<file path="src/hw/rtl/urhb_pkg.sv">
// Shared types, constants and helpers for the undo/redo history buffer.
// No dependencies; every other file imports this package.
`timescale 1ns / 1ps

package urhb_pkg;

  localparam int HISTORY_DEPTH   = 64;
  localparam int SLOT_W          = $clog2(HISTORY_DEPTH);
  localparam int CNT_W           = $clog2(HISTORY_DEPTH + 1);
  localparam int UNDO_MIN_CURSOR = 2;
  localparam int QUEUE_DEPTH     = 2;
  localparam int QPTR_W          = (QUEUE_DEPTH > 1) ? $clog2(QUEUE_DEPTH) : 1;
  localparam int QCNT_W          = $clog2(QUEUE_DEPTH + 1);

  localparam logic [15:0] WINDOW_RESET = 16'd500;

  localparam logic [2:0] CMD_CAPTURE = 3'd0;
  localparam logic [2:0] CMD_PRECAP  = 3'd1;
  localparam logic [2:0] CMD_UNDO    = 3'd2;
  localparam logic [2:0] CMD_REDO    = 3'd3;
  localparam logic [2:0] CMD_CLEAR   = 3'd4;
  localparam logic [2:0] CMD_MARK    = 3'd5;

  typedef enum logic [2:0] {
    OP_CAPTURE,
    OP_PRECAP,
    OP_UNDO,
    OP_REDO,
    OP_CLEAR,
    OP_MARK,
    OP_STATUS
  } op_t;

  typedef enum logic {
    BK_IDLE,
    BK_EXEC
  } back_state_t;

  typedef struct packed {
    logic [2:0]  command;
    logic [31:0] snapshot_ref;
    logic [15:0] selected_index;
    logic [31:0] coalesce_key;
    logic [31:0] now_ticks;
    logic        suspended;
  } in_item_t;

  typedef struct packed {
    logic        accepted;
    logic [31:0] restored_ref;
    logic [15:0] restored_index;
    logic        can_undo;
    logic        can_redo;
    logic        at_saved;
    logic        live_ahead;
  } out_item_t;

  typedef struct packed {
    op_t         op;
    logic [31:0] snapshot_ref;
    logic [15:0] selected_index;
    logic [31:0] coalesce_key;
    logic [31:0] now_ticks;
  } work_t;

  // Physical slot of logical entry idx; base < depth and idx < depth.
  function automatic logic [SLOT_W-1:0] slot_of(logic [SLOT_W-1:0] base,
                                                 logic [CNT_W-1:0]  idx);
    logic [CNT_W:0] sum;
    logic [CNT_W:0] adj;
    sum = {{(CNT_W + 1 - SLOT_W){1'b0}}, base} + {1'b0, idx};
    adj = (sum >= (CNT_W + 1)'(HISTORY_DEPTH)) ? sum - (CNT_W + 1)'(HISTORY_DEPTH) : sum;
    return adj[SLOT_W-1:0];
  endfunction

endpackage

</file>
<file path="src/hw/rtl/urhb_queue.sv">
// Short FIFO of classified commands between front and back end.
// Depends on urhb_pkg.
`timescale 1ns / 1ps

module urhb_queue import urhb_pkg::*; (
  input  logic  clk,
  input  logic  rst,
  input  logic  push_valid,
  input  work_t push_work,
  output logic  q_full,
  output logic  pop_valid,
  input  logic  pop_ready,
  output work_t pop_work
);

  work_t             entries [QUEUE_DEPTH];
  logic [QPTR_W-1:0] wr_ptr;
  logic [QPTR_W-1:0] rd_ptr;
  logic [QCNT_W-1:0] fill;
  logic              do_push;
  logic              do_pop;

  assign q_full    = fill == QCNT_W'(QUEUE_DEPTH);
  assign pop_valid = fill != '0;
  assign pop_work  = entries[rd_ptr];
  assign do_push   = push_valid && !q_full;
  assign do_pop    = pop_valid && pop_ready;

  always_ff @(posedge clk) begin
    if (do_push) begin
      entries[wr_ptr] <= push_work;
    end
  end

  always_ff @(posedge clk) begin
    if (rst) begin
      wr_ptr <= '0;
      rd_ptr <= '0;
      fill   <= '0;
    end else begin
      if (do_push) begin
        wr_ptr <= (wr_ptr == QPTR_W'(QUEUE_DEPTH - 1)) ? '0 : wr_ptr + QPTR_W'(1);
      end
      if (do_pop) begin
        rd_ptr <= (rd_ptr == QPTR_W'(QUEUE_DEPTH - 1)) ? '0 : rd_ptr + QPTR_W'(1);
      end
      if (do_push && !do_pop) begin
        fill <= fill + QCNT_W'(1);
      end else if (do_pop && !do_push) begin
        fill <= fill - QCNT_W'(1);
      end
    end
  end

endmodule

</file>
<file path="config.mk">
export PLATFORM = sky130hd
export DESIGN_NAME = urhb_queue
export DESIGN_NICKNAME = d
export VERILOG_FILES = /design/src/hw/rtl/urhb_pkg.sv /design/src/hw/rtl/urhb_queue.sv
export SDC_FILE = /design/constraint.sdc
export NUM_CORES = 1
export LEC_CHECK = 0
export BUFFER_PORTS_ARGS = -buffer_cell sky130_fd_sc_hd__buf_4
export CAP_MARGIN = 20
export CORE_MARGIN = 5
export CORE_UTILIZATION = 56
export CTS_CLUSTER_SIZE = 30
export DETAILED_ROUTE_END_ITERATION = 7
export GPL_TIMING_DRIVEN = 0
export PLACE_DENSITY = 0.84
export SLEW_MARGIN = 40
export SYNTH_ARGS = -nofsm -noshare
export SYNTH_HDL_FRONTEND = slang
export SYNTH_SLANG_ARGS = --single-unit
</file>
<file path="constraint.sdc">
create_clock -name clk -period 6 [get_ports clk]
set_input_delay 0.6 -clock clk [delete_from_list [all_inputs] [get_ports clk]]
set_output_delay 0.6 -clock clk [all_outputs]
set_load 0.05 [all_outputs]
</file>
# After elaboration in Yosys (flattened, before gate mapping)
# Memory sizes are Yosys's and may differ from the RTL's. A register that Yosys moved wholly into a read port is not among the register bits.
# Cells that the tools add are included.
# W data, S select, Z words.
[word_totals]
mem_bits_rw = 230
word_cells = 26
latchBits = 0
inputBits = 119
mem_bits_ro = 0
ff_bits = 4
output_inout_bits = 117
n_memories = 1
[mem_list]
columns = ["name", "depth", "word_bits", "rd", "rd_clocked_by_memory_dff", "wr", "line", "text"]
rows = [
  ["entries", 2, 115, 1, 1, 1, "urhb_queue.sv:16", "work_t entries [QUEUE_DEPTH];"],
]
[classes]
bitwise_logic = 0
reduce_logical = 9
eq_ne = 1
magnitude_cmp = 0
mul = 0
mux = 8
add_sub_neg = 4
n_div = 0
n_shift = 0
[op_table]
columns = ["cell", "n"]
rows = [
  ["$mux W1", 6],
  ["$logic_and A1 B1 Y1", 4],
  ["$mux W2", 2],
  ["$reduce_bool A2 Y1", 2],
  ["$logic_not A1 Y1", 3],
  ["$add A1 B1 Y1 const B", 2],
  ["$add A2 B1 Y2 const B", 1],
  ["$eq A2 B2 Y1 const B", 1],
  ["$sub A2 B1 Y2 const B", 1],
]

# Logic depth before layout (Yosys ltp)
# Gate-level depths: netlist (run 1).
[depth]
depth_word = 7
mapped_depth = 6
mapped_depth_nobuf = 6

# Worst setup path after synthesis (run 1)
# Ideal clock, no wire load.
[synth_path]
path_kind = "input -> register"
startpoint = "in push_valid"
endpoint = "mem entries[1][0] (netlist name) (enable)"
setup_time_ns = 0.488
slack_ns = 2.072
stages = 3
n_path_buf = 0
required_ns = 5.512
t_arrival_ns = 3.440
path_cell_list = "inv_1 -> nor2_1 -> and2_1"
[synth_via]
elab_chain_len = 3
[synth_rtl]
columns = ["item", "line", "text"]
rows = [
  ["start, declared", "urhb_queue.sv:8", "input logic push_valid,"],
  ["$logic_and A1 B1 Y1", "urhb_queue.sv:26", "assign do_push = push_valid && !q_full;"],
  ["$mux W1", "urhb_queue.sv:30", "if (do_push) begin"],
  ["$mux W1 (not written as such)", "urhb_queue.sv:31", "entries[wr_ptr] <= push_work;"],
  ["end, declared", "urhb_queue.sv:16", ""],
]
# Every way passes these cells.

==> impl_summary.log, run 1 <==
[metrics] most common cell after layout, fill and taps aside: sky130_fd_sc_hd__buf_4
[metrics] top cell family by delay on the critical path: buffers and inverters
[metrics] Gate Count Post-Synth: 383
[metrics] count of cells along the worst hold path: 1
[metrics] proportion of power drawn by the clock network: 23.4%
[metrics] Final Hold Vio Count: 0
[metrics] peak fanout along the critical path: 10
[metrics] number of global-route vias before repair: 4808
[metrics] number of distinct library cells after synthesis: 16
[metrics] internal portion of total power: 0.00361 W
[metrics] die extent in x: 135 um
[metrics] Switching Share: 36.0%
[metrics] final setup skew: 0.00809 ns
[metrics] I/O pin count: 236
[metrics] number of warnings reported in the yosys synthesis log: 0
[metrics] CTS clk-pin slew, worst paths: 0.06 ns
[metrics] Area Growth Syn to Fin: 32.1%
[metrics] net load switching power: 0.00203 W
[metrics] count of nets left with antenna violations after detail routing: 0
[metrics] core area: 15300 um^2
[metrics] critical path's slowest cell: sky130_fd_sc_hd__dfxtp_1
[metrics] Total Neg Setup Slack: 0 ns
[metrics] Via-to-Cell Ratio: 5.07
[metrics] leading cell types in the layout, fill and taps excluded: sky130_fd_sc_hd__buf_4, sky130_fd_sc_hd__edfxtp_1, sky130_fd_sc_hd__mux2_2
[metrics] Overall Power: 0.00565 W
[metrics] floorplan die height: 135 um
[metrics] leakage power: 4.41 nW
[metrics] DRC marker count from the first detailed-route iteration: 210
[metrics] maximum number of pins on one net before global-route repair: 61
[metrics] Reg power frac: 37.5%
[metrics] Worst R2R Path Depth: 4
[metrics] required time worst endpoint: 5.40 ns
[metrics] count of input and output buffers: 235
[metrics] number of max-cap violations: 0
[metrics] Worst Path Arrival: 1.85 ns
[metrics] GP Congestion: 0.739
[metrics] full die area: 18200 um^2
[metrics] first-pass GRT wire length: 26.0 mm
[metrics] worst min-delay path class: input port to flop
[metrics] syn_nets: 503
[metrics] number of antenna violations at the first check in global routing: 0
[metrics] type of destination of the critical path: output pin
[metrics] worst-case vdd ir drop: 409 uV
[metrics] Ant. Diodes: 0
[metrics] combined area of the multi-input logic cells: 1600 um^2
[metrics] TritonCTS clock tree: done
[metrics] deepest level of the CTS H-tree: 1
[metrics] total wire length after detailed routing: 16.9 mm
[metrics] maximum clock frequency: 408 MHz
[metrics] logic gate share of total power: 39.1%
[metrics] sequence of cells on the critical path: buf_6 > buf_6 > buf_6 > mux2_4 > buf_4
[metrics] Filler Cell Count: 878
[metrics] number of instances resized during post-cts repair: 0
[metrics] router iterations before antenna repair: 4
[metrics] summed instance area of the synthesized netlist: 8720 um^2
[metrics] root buffer selected by CTS: sky130_fd_sc_hd__clkbuf_16
[metrics] type of origin of the critical path: flop
[metrics] DRC violation count after routing: 0
[metrics] drt wl/cell: 19.4 um
[metrics] Final Cycle Share: 40.8%
[metrics] result of the run: finished, final reports clean
[metrics] clock latency at the later pin of the worst-skew pair: 0.49 ns
[metrics] total global routing track utilization: 18.3%
[metrics] Worst Max-Slew Pin Slew: 0.529 ns
[metrics] share of layout cells above drive strength 1: 60.7%
[metrics] number of nets in the layout: 766
[metrics] non-filler cells in the finished layout: 870
[metrics] class of the most critical setup path: flop to output pin
[metrics] CTS Hold Bufs: 0
[metrics] Final HPWL DP: 11.6 mm
[metrics] average cell area after synthesis: 22.8 um^2
[metrics] number of clock buffers inserted by TritonCTS: 23
[metrics] Buffers & Inverters on Critical Path: 4
[metrics] Starting Density: 57.1%
[metrics] number of storage elements in the synthesis netlist: 235
[metrics] number of placement rows: 45
[metrics] total of endpoints with negative setup slack in the final report: 0
[metrics] global route overflow: 0
[metrics] final period demand of the worst path: 2.45 ns
[metrics] Final Max Tran Viols: 0
[metrics] cell repeated most along the worst path: sky130_fd_sc_hd__buf_6
[metrics] critical path depth: 5
[metrics] overall via count from detail_route: 4414
[metrics] post-CTS repair timing setup buffer count: 0
[metrics] CTS max path bufs: 3
[metrics] slowest cell delay on critical path: 0.32 ns
[metrics] power density over the cells: 490 nW/um^2
[metrics] setup repair after global routing missed its margin: false
[metrics] Register Area: 7010 um^2
[metrics] slew margin rel.: 64.7%
[metrics] count of placed standard cells including taps: 832
[metrics] CTS Sinks: 235
[metrics] post-synthesis sequential area ratio: 80.4%
synth_stat cells, drive strengths merged:
cell type    n  area share (%)
xor2         3            0.30
nor2         4            0.17
or3          2            0.14
ha           1            0.14
buf         13             1.2
or2          1           0.072
dfxtp        5             1.1
nor2b        1            0.10
and2         1           0.072
a21oi        2            0.11
o21ai        3            0.17
mux2       115              17
edfxtp     230              79
inv          2           0.086
metrics by stage:
stage | worst slack, ns | area, um^2 | utilization [%] | hold WS, ns
finish | 3.55 | 11500 | 75.5 | 0.298
floorplan | 2.07 | 8720 | - | 0.452
detailed placement | 3.71 | 10800 | 70.9 | 0.477
CTS | 3.51 | 11500 | 75.5 | 0.274
global route | 3.46 | 11500 | 75.5 | 0.272
global placement | 0.739 | 10700 | 70.4 | 0.467
metal layers:
layer / routed length (um) / global-route usage, % / vias to the layer above
met5: 0 / 0 / -
met1: 6420 / 22.9 / 2145
met4: 344 / 4.69 / 0
met2: 8410 / 31.0 / 202
li1: - / - / 2039
met3: 1740 / 6.22 / 28
power by group through the flow:
stage	Combinational [W]	Sequential (W)	Clock, W
after global routing	0.00230	0.00213	0.00143
after CTS	0.00223	0.00212	0.00136
after floorplan	0.00160	0.00216	0
final	0.00221	0.00212	0.00132
after detailed placement	0.00222	0.00215	0
after global placement	0.00217	0.00218	0
registers in the layout, indices dropped and copies added (netlist names), named ones only:
name,flops
entries,230
fill,2
rd_ptr,1
wr_ptr,1
path summary, 6_finish.rpt:
check	startpoint	endpoint	slack (ns)
hold reg to reg	wr_ptr	wr_ptr	0.49
hold / removal	push_work[96]	entries[1][96]	0.30
setup / recovery	flop	pop_work[85]	3.55
setup reg to reg	fill[1]	entries[0][70]	3.99
logic make-up (layout without fill, tap and decap cells):
kind of cell,count (synthesis),in the layout,share of synthesized area (%)
flops,235,235,80.4
simple gates,9,9,0.560
compound gates,5,5,0.287
buf+inv,15,291,1.33
mux,115,115,17.0
xor+xnor,3,3,0.301
fa+ha+maj,1,1,0.143
cell type report:
cell class	instances	share of cell area [%]
multi-input combinational	133	13.9
clock inverter	8	0.565
inverter	2	0.130
buffer	13	0.945
sequential	235	60.8
clock buffer	30	5.48
timing repair buffer	238	15.9
tap	211	2.29
Note: power is estimated with default switching activity, not from simulation.
==> inputs of run 2 (changes only) <==
Settings changed: CORE_UTILIZATION 56 to 47, PLACE_DENSITY 0.84 to 0.76.
Clock period 6 ns to 2.25 ns, I/O delays scaled along.
==> run 2 against run 1 <==
Net effect:
- first-iteration DRC count is 2.4% higher
- non-clock buffer count is 120 higher
- register-to-register slack got worse by 3.8 ns
==> impl_summary.log, run 2 (synthesis gave the netlist of run 1 again) <==
[metrics] floorplan die height: 146 um (+8.5%)
[metrics] share of layout cells above drive strength 1: 52.1% (-8.6 points)
[metrics] core area: 18100 um^2 (+19%)
[metrics] Final HPWL DP: 12.1 mm (+3.6%)
[metrics] final period demand of the worst path: 2.10 ns
[metrics] most common cell after layout, fill and taps aside: sky130_fd_sc_hd__buf_4
[metrics] worst min-delay path class: input port to flop
[metrics] clock latency at the later pin of the worst-skew pair: 0.50 ns (about the same)
[metrics] Area Growth Syn to Fin: 47.8%
[metrics] total wire length after detailed routing: 19.3 mm (+14%)
[metrics] maximum number of pins on one net before global-route repair: 43 (-30%)
[metrics] number of instances resized during post-cts repair: 0 (unchanged)
[metrics] number of placement rows: 49 (+8.9%)
[metrics] Final Cycle Share: 93.1%
[metrics] root buffer selected by CTS: sky130_fd_sc_hd__clkbuf_16
[metrics] Total Neg Setup Slack: 0 ns (unchanged)
[metrics] number of global-route vias before repair: 5578 (+16%)
[metrics] number of flip-flops in the largest register: 230 (unchanged)
[metrics] r2r endpoint: entries[1][44]
[metrics] startpoint of the worst register-to-register path: fill[1]
[metrics] number of clock buffers inserted by TritonCTS: 24 (+4.3%)
[metrics] hold path start: push_valid
[metrics] number of antenna violations at the first check in global routing: 2 (+2)
[metrics] number of max-cap violations: 0 (unchanged)
[metrics] Final Max Tran Viols: 0 (unchanged)
[metrics] CTS Sinks: 235 (unchanged)
[metrics] full die area: 21400 um^2 (+18%)
[metrics] number of nets in the layout: 887 (+16%)
[metrics] count of input and output buffers: 235 (unchanged)
[metrics] count of nets left with antenna violations after detail routing: 0 (unchanged)
[metrics] leading cell types in the layout, fill and taps excluded: sky130_fd_sc_hd__buf_4, sky130_fd_sc_hd__edfxtp_1, sky130_fd_sc_hd__dlygate4sd3_1
[metrics] Via-to-Cell Ratio: 4.85 (-4.4%)
[metrics] first-pass GRT wire length: 29.7 mm (+14%)
[metrics] CTS clk-pin slew, worst paths: 0.06 ns (about the same)
[metrics] Worst Path Arrival: 1.87 ns (+0.02 ns)
[metrics] total of endpoints with negative setup slack in the final report: 0 (unchanged)
[metrics] worst hold endpoint: wr_ptr
[metrics] Starting Density: 48.2% (-8.9 points)
[metrics] router iterations before antenna repair: 4 (unchanged)
[metrics] overall via count from detail_route: 4919 (+11%)
[metrics] register ranked first by flip-flop count: entries
[metrics] setup repair after global routing missed its margin: false
[metrics] die extent in x: 146 um (+8.5%)
[metrics] result of the run: finished, final reports clean
[metrics] peak fanout along the critical path: 10 (unchanged)
[metrics] global route overflow: 0 (unchanged)
[metrics] Top Registers: entries x230, fill x2
[metrics] Final Hold Vio Count: 0 (unchanged)
[metrics] total global routing track utilization: 17.4% (-0.95 points)
[metrics] leakage power: 4.98 nW (+13%)
[metrics] CTS max path bufs: 3 (unchanged)
[metrics] TritonCTS clock tree: done
[metrics] slew margin rel.: 66.3% (+1.5 points)
[metrics] I/O pin count: 236 (unchanged)
[metrics] DRC marker count from the first detailed-route iteration: 215 (+2.4%)
[metrics] GP Congestion: 0.776 (+5.0%)
[metrics] type of origin of the critical path: flop
[metrics] Overall Power: 0.0157 W (+180%)
[metrics] class of the most critical setup path: flop to output pin
[metrics] worst-case vdd ir drop: 945 uV (+130%)
[metrics] Worst R2R Path Depth: 5 (+1)
[metrics] deepest level of the CTS H-tree: 1 (unchanged)
[metrics] drt wl/cell: 19.0 um (-2.2%)
[metrics] required time worst endpoint: 2.03 ns (-3.37 ns)
[metrics] type of destination of the critical path: output pin
[metrics] count of cells along the worst hold path: 4 (+3)
[metrics] worst-case hold slack: 0.135 ns (-0.162 ns)
[metrics] maximum clock frequency: 477 MHz
[metrics] DRC violation count after routing: 0 (unchanged)
[metrics] final setup skew: 0.00822 ns (+0.000126 ns)
[metrics] R2R setup slack: 0.16 ns (-3.83 ns)
[metrics] power density over the cells: 1220 nW/um^2 (+150%)
[metrics] Worst Max-Slew Pin Slew: 0.506 ns (-0.0232 ns)
run 2: repair_timing:
| item | 4_1_cts | 5_1_grt |
|---|---|---|
| hold endpoints to repair | 235 | 0 |
| buffers inserted | 0 | 0 |
| hold buffers | 116 | 0 |
run 2: worst max-delay path by stage:
stage / endpoint / start / slack (ns) / cells past startpoint
3_3_place_gp: entries[0][93] / fill[1] / -1.36 / 3
6_report: pop_work[79] / flop / 0.15 / 5
4_1_cts: pop_work[75] / flop / 0.11 / 5
2_1_floorplan: entries[0][0] / fill[1] / -0.71 / 3
3_5_place_dp: entries[1][93] / fill[1] / 0.16 / 5
5_1_grt: entries[1][92] / fill[0] / 0.05 / 5
run 2: final cells by class:
| class | count | area (um^2) |
|---|---|---|
| Clock buffer | 30 | 644 |
| Sequential cell | 235 | 7010 |
| Fill cell | 1049 | 5200 |
| Inverter | 2 | 11.3 |
| Multi-Input combinational cell | 133 | 1610 |
| Timing Repair Buffer | 358 | 3090 |
| Antenna cell | 2 | 5.00 |
| Tap cell | 229 | 287 |
| Clock inverter | 12 | 128 |
| Buffer | 13 | 109 |
run 2: stage by stage:
stage / setup WS (ns) / cell area (um^2) / util (%) / cells
floorplan: -0.707 / 8740 / - / 383
global placement: -1.36 / 10800 / 59.6 / 847
detailed placement: 0.157 / 11000 / 60.5 / 854
CTS: 0.114 / 12900 / 71.2 / 1012
global route: 0.0476 / 12900 / 71.3 / 1014
finish: 0.155 / 12900 / 71.3 / 1014
run 2: critical path, stage by stage, from the launching register on:
cell and delay (ns):
sky130_fd_sc_hd__dfxtp_1 0.32, sky130_fd_sc_hd__buf_6 0.14, sky130_fd_sc_hd__buf_6 0.19, sky130_fd_sc_hd__buf_6 0.20, sky130_fd_sc_hd__mux2_4 0.32, sky130_fd_sc_hd__buf_4 0.19
run 2: metal layers:
layer / up-vias / track usage, % / share of wire [%]
li1: 2281 / - / -
met3: 31 / 5.33 / 8.1
met4: 0 / 4.75 / 2.0
met5: - / 0 / 0
met2: 185 / 32.8 / 54
met1: 2422 / 18.8 / 36
run 2: power breakdown:
part           internal (W)  total [W]  switching (W)  leakage, nW
clock               0.00236    0.00387        0.00152        0.378
combinational       0.00230    0.00622        0.00392         2.41
sequential          0.00550    0.00565       0.000156         2.19
==> inputs of run 3 (changes only) <==
Settings changed: PLACE_DENSITY 0.76 to 0.84.
==> run 3 against run 2 <==
Net effect:
- critical path depth up 1
- sequential power barely moved
- non-clock buffer count up 1
- largest cell class unchanged
==> impl_summary.log, run 3 (synthesis gave the netlist of run 1 again) <==
[metrics] result of the run: finished, final reports clean
[metrics] full die area: 21400 um^2 (unchanged)
[metrics] total wire length after detailed routing: 19.8 mm (+2.6%)
[metrics] CTS Sinks: 235 (unchanged)
[metrics] CTS clk-pin slew, worst paths: 0.06 ns (about the same)
[metrics] count of nets left with antenna violations after detail routing: 0 (unchanged)
[metrics] proportion of power drawn by the clock network: 25.7% (+1.1 points)
[metrics] drt wl/cell: 19.5 um (+2.6%)
[metrics] type of origin of the critical path: flop
[metrics] sequence of cells on the critical path: nor2b_4 > or3_4 > clkinvlp_4 > buf_16 > buf_16 > buf_16
[metrics] number of nets in the layout: 888 (+0.11%)
[metrics] Final Max Tran Viols: 0 (unchanged)
[metrics] worst-case hold slack: 0.126 ns (-0.00884 ns)
[metrics] maximum clock frequency: 473 MHz (-0.86%)
[metrics] final period demand of the worst path: 2.11 ns (+0.0182 ns)
[metrics] Top Registers: entries x230, fill x2
[metrics] I/O pin count: 236 (unchanged)
[metrics] DRC violation count after routing: 0 (unchanged)
[metrics] leakage power: 5.02 nW (+0.77%)
[metrics] register ranked first by flip-flop count: entries
[metrics] count of placed standard cells including taps: 855 (+0.12%)
[metrics] Reg power frac: 35.3% (-0.6 points)
[metrics] top cell family by delay on the critical path: buffers and inverters
[metrics] first-pass GRT wire length: 31.0 mm (+4.3%)
[metrics] number of flip-flops in the largest register: 230 (unchanged)
[metrics] TritonCTS clock tree: done
[metrics] CTS max path bufs: 3 (unchanged)
[metrics] critical path's slowest cell: sky130_fd_sc_hd__dfxtp_2
[metrics] Starting Density: 48.2% (unchanged)
[metrics] net load switching power: 0.00564 W (+0.81%)
[metrics] Switching Share: 35.2% (-0.36 points)
[metrics] number of clock buffers inserted by TritonCTS: 24 (unchanged)
[metrics] required time worst endpoint: 2.44 ns (+0.41 ns)
[metrics] internal portion of total power: 0.0104 W (+2.4%)
[metrics] power density over the cells: 1240 nW/um^2 (+1.2%)
[metrics] share of layout cells above drive strength 1: 52.7% (+0.57 points)
[metrics] number of placement rows: 49 (unchanged)
[metrics] global route overflow: 0 (unchanged)
[metrics] number of global-route vias before repair: 5657 (+1.4%)
[metrics] maximum number of pins on one net before global-route repair: 41 (-4.7%)
[metrics] overall via count from detail_route: 4936 (+0.35%)
[metrics] non-filler cells in the finished layout: 1014 (unchanged)
[metrics] Via-to-Cell Ratio: 4.87 (+0.35%)
[metrics] logic gate share of total power: 39.0% (-0.5 points)
[metrics] final setup skew: 0.0112 ns (+0.00296 ns)
[metrics] DRC marker count from the first detailed-route iteration: 198 (-7.9%)
[metrics] total global routing track utilization: 18.1% (+0.71 points)
[metrics] die extent in x: 146 um (unchanged)
[metrics] class of the most critical setup path: flop to flop
[metrics] root buffer selected by CTS: sky130_fd_sc_hd__clkbuf_16
[metrics] slowest cell delay on critical path: 0.40 ns (+0.08 ns)
[metrics] most common cell after layout, fill and taps aside: sky130_fd_sc_hd__buf_4
[metrics] worst min-delay path class: input port to flop
[metrics] Area Growth Syn to Fin: 48.8%
[metrics] number of max-cap violations: 0 (unchanged)
[metrics] Final HPWL DP: 12.4 mm (+2.9%)
[metrics] post-CTS repair timing setup buffer count: 0 (unchanged)
[metrics] type of destination of the critical path: flop
[metrics] core area: 18100 um^2 (unchanged)
[metrics] setup repair after global routing missed its margin: false
[metrics] deepest level of the CTS H-tree: 1 (unchanged)
[metrics] Worst Path Arrival: 2.31 ns (+0.44 ns)
[metrics] router iterations before antenna repair: 4 (unchanged)
[metrics] Overall Power: 0.0160 W (+1.8%)
[metrics] cell repeated most along the worst path: sky130_fd_sc_hd__buf_16
[metrics] Total Neg Setup Slack: 0 ns (unchanged)
[metrics] peak fanout along the critical path: 24 (+14)
[metrics] slew margin rel.: 69.2% (+2.9 points)
[metrics] Worst Max-Slew Pin Slew: 0.461 ns (-0.0446 ns)
[metrics] worst-case vdd ir drop: 919 uV (-2.8%)
[metrics] Buffers & Inverters on Critical Path: 4 (unchanged)
[metrics] clock latency at the later pin of the worst-skew pair: 0.50 ns (about the same)
[metrics] Final Hold Vio Count: 0 (unchanged)
[metrics] final cell utilization of the core: 71.7% (+0.46 points)
[metrics] GP Congestion: 0.738 (-4.9%)
[metrics] Final Cycle Share: 93.9% (+0.81 points)
[metrics] floorplan die height: 146 um (unchanged)
[metrics] leading cell types in the layout, fill and taps excluded: sky130_fd_sc_hd__buf_4, sky130_fd_sc_hd__edfxtp_1, sky130_fd_sc_hd__dlygate4sd3_1
[metrics] total of endpoints with negative setup slack in the final report: 0 (unchanged)
[metrics] count of input and output buffers: 235 (unchanged)
[metrics] number of antenna violations at the first check in global routing: 0 (-2)
-- run 3: through the flow --
| step | area, um^2 | setup slack, ns |
|---|---|---|
| after global placement | 10800 | -1.26 |
| after global routing | 13000 | 0.0576 |
| after detailed placement | 11000 | 0.137 |
| after CTS | 13000 | 0.0952 |
| final | 13000 | 0.136 |
| after floorplan | 8740 | -0.707 |
-- run 3: routing by layer --
layer  vias to the layer above  share of wire (%)  track usage [%]
li1                       2288                  -                -
met2                       176                 55             33.7
met3                        28                6.8             4.77
met1                      2444                 36             20.7
met5                         -                  0                0
met4                         0                1.8             4.47
-- run 3: timing repair --
| action | in CTS | in global routing |
|---|---|---|
| hold buffers | 116 | 0 |
| hold endpoints to repair | 235 | 0 |
| resized for setup | 0 | 0 |
-- run 3: layout make-up --
cell class	count	area [um^2]
flip-flops and latches	235	7010
well taps	229	287
clock buffers	28	637
multi-input cells	133	1610
repair buffers	359	3120
plain buffers	13	109
clock inverters	14	193
diodes	1	2.50
inverters	2	11.3
fillers	1017	5110
-- run 3: worst paths after layout --
check	end	slack (ns)	startpoint	cells after the start
worst min-delay path	wr_ptr	0.13	push_valid	4
worst min register to register	wr_ptr	0.51	wr_ptr	2
worst max register to register	entries[0][64]	0.14	fill[0]	6
worst max-delay path	entries[0][64]	0.14	fill[0]	6
-- run 3: power by group through the flow --
| stage | Combinational [W] | Clock (W) | Sequential [W] |
|---|---|---|---|
| final | 0.00625 | 0.00413 | 0.00566 |
| after global routing | 0.00648 | 0.00442 | 0.00570 |
| after CTS | 0.00626 | 0.00421 | 0.00565 |
| after detailed placement | 0.00607 | 0 | 0.00574 |
| after global placement | 0.00581 | 0 | 0.00576 |
| after floorplan | 0.00429 | 0 | 0.00572 |
-- run 3: worst reg2reg max path: cells and delay by family, from the launching register on --
family / cells / cell delay, ns
buf+inv: 4 / 0.94
simple gates: 2 / 0.46
flops: 1 / 0.40
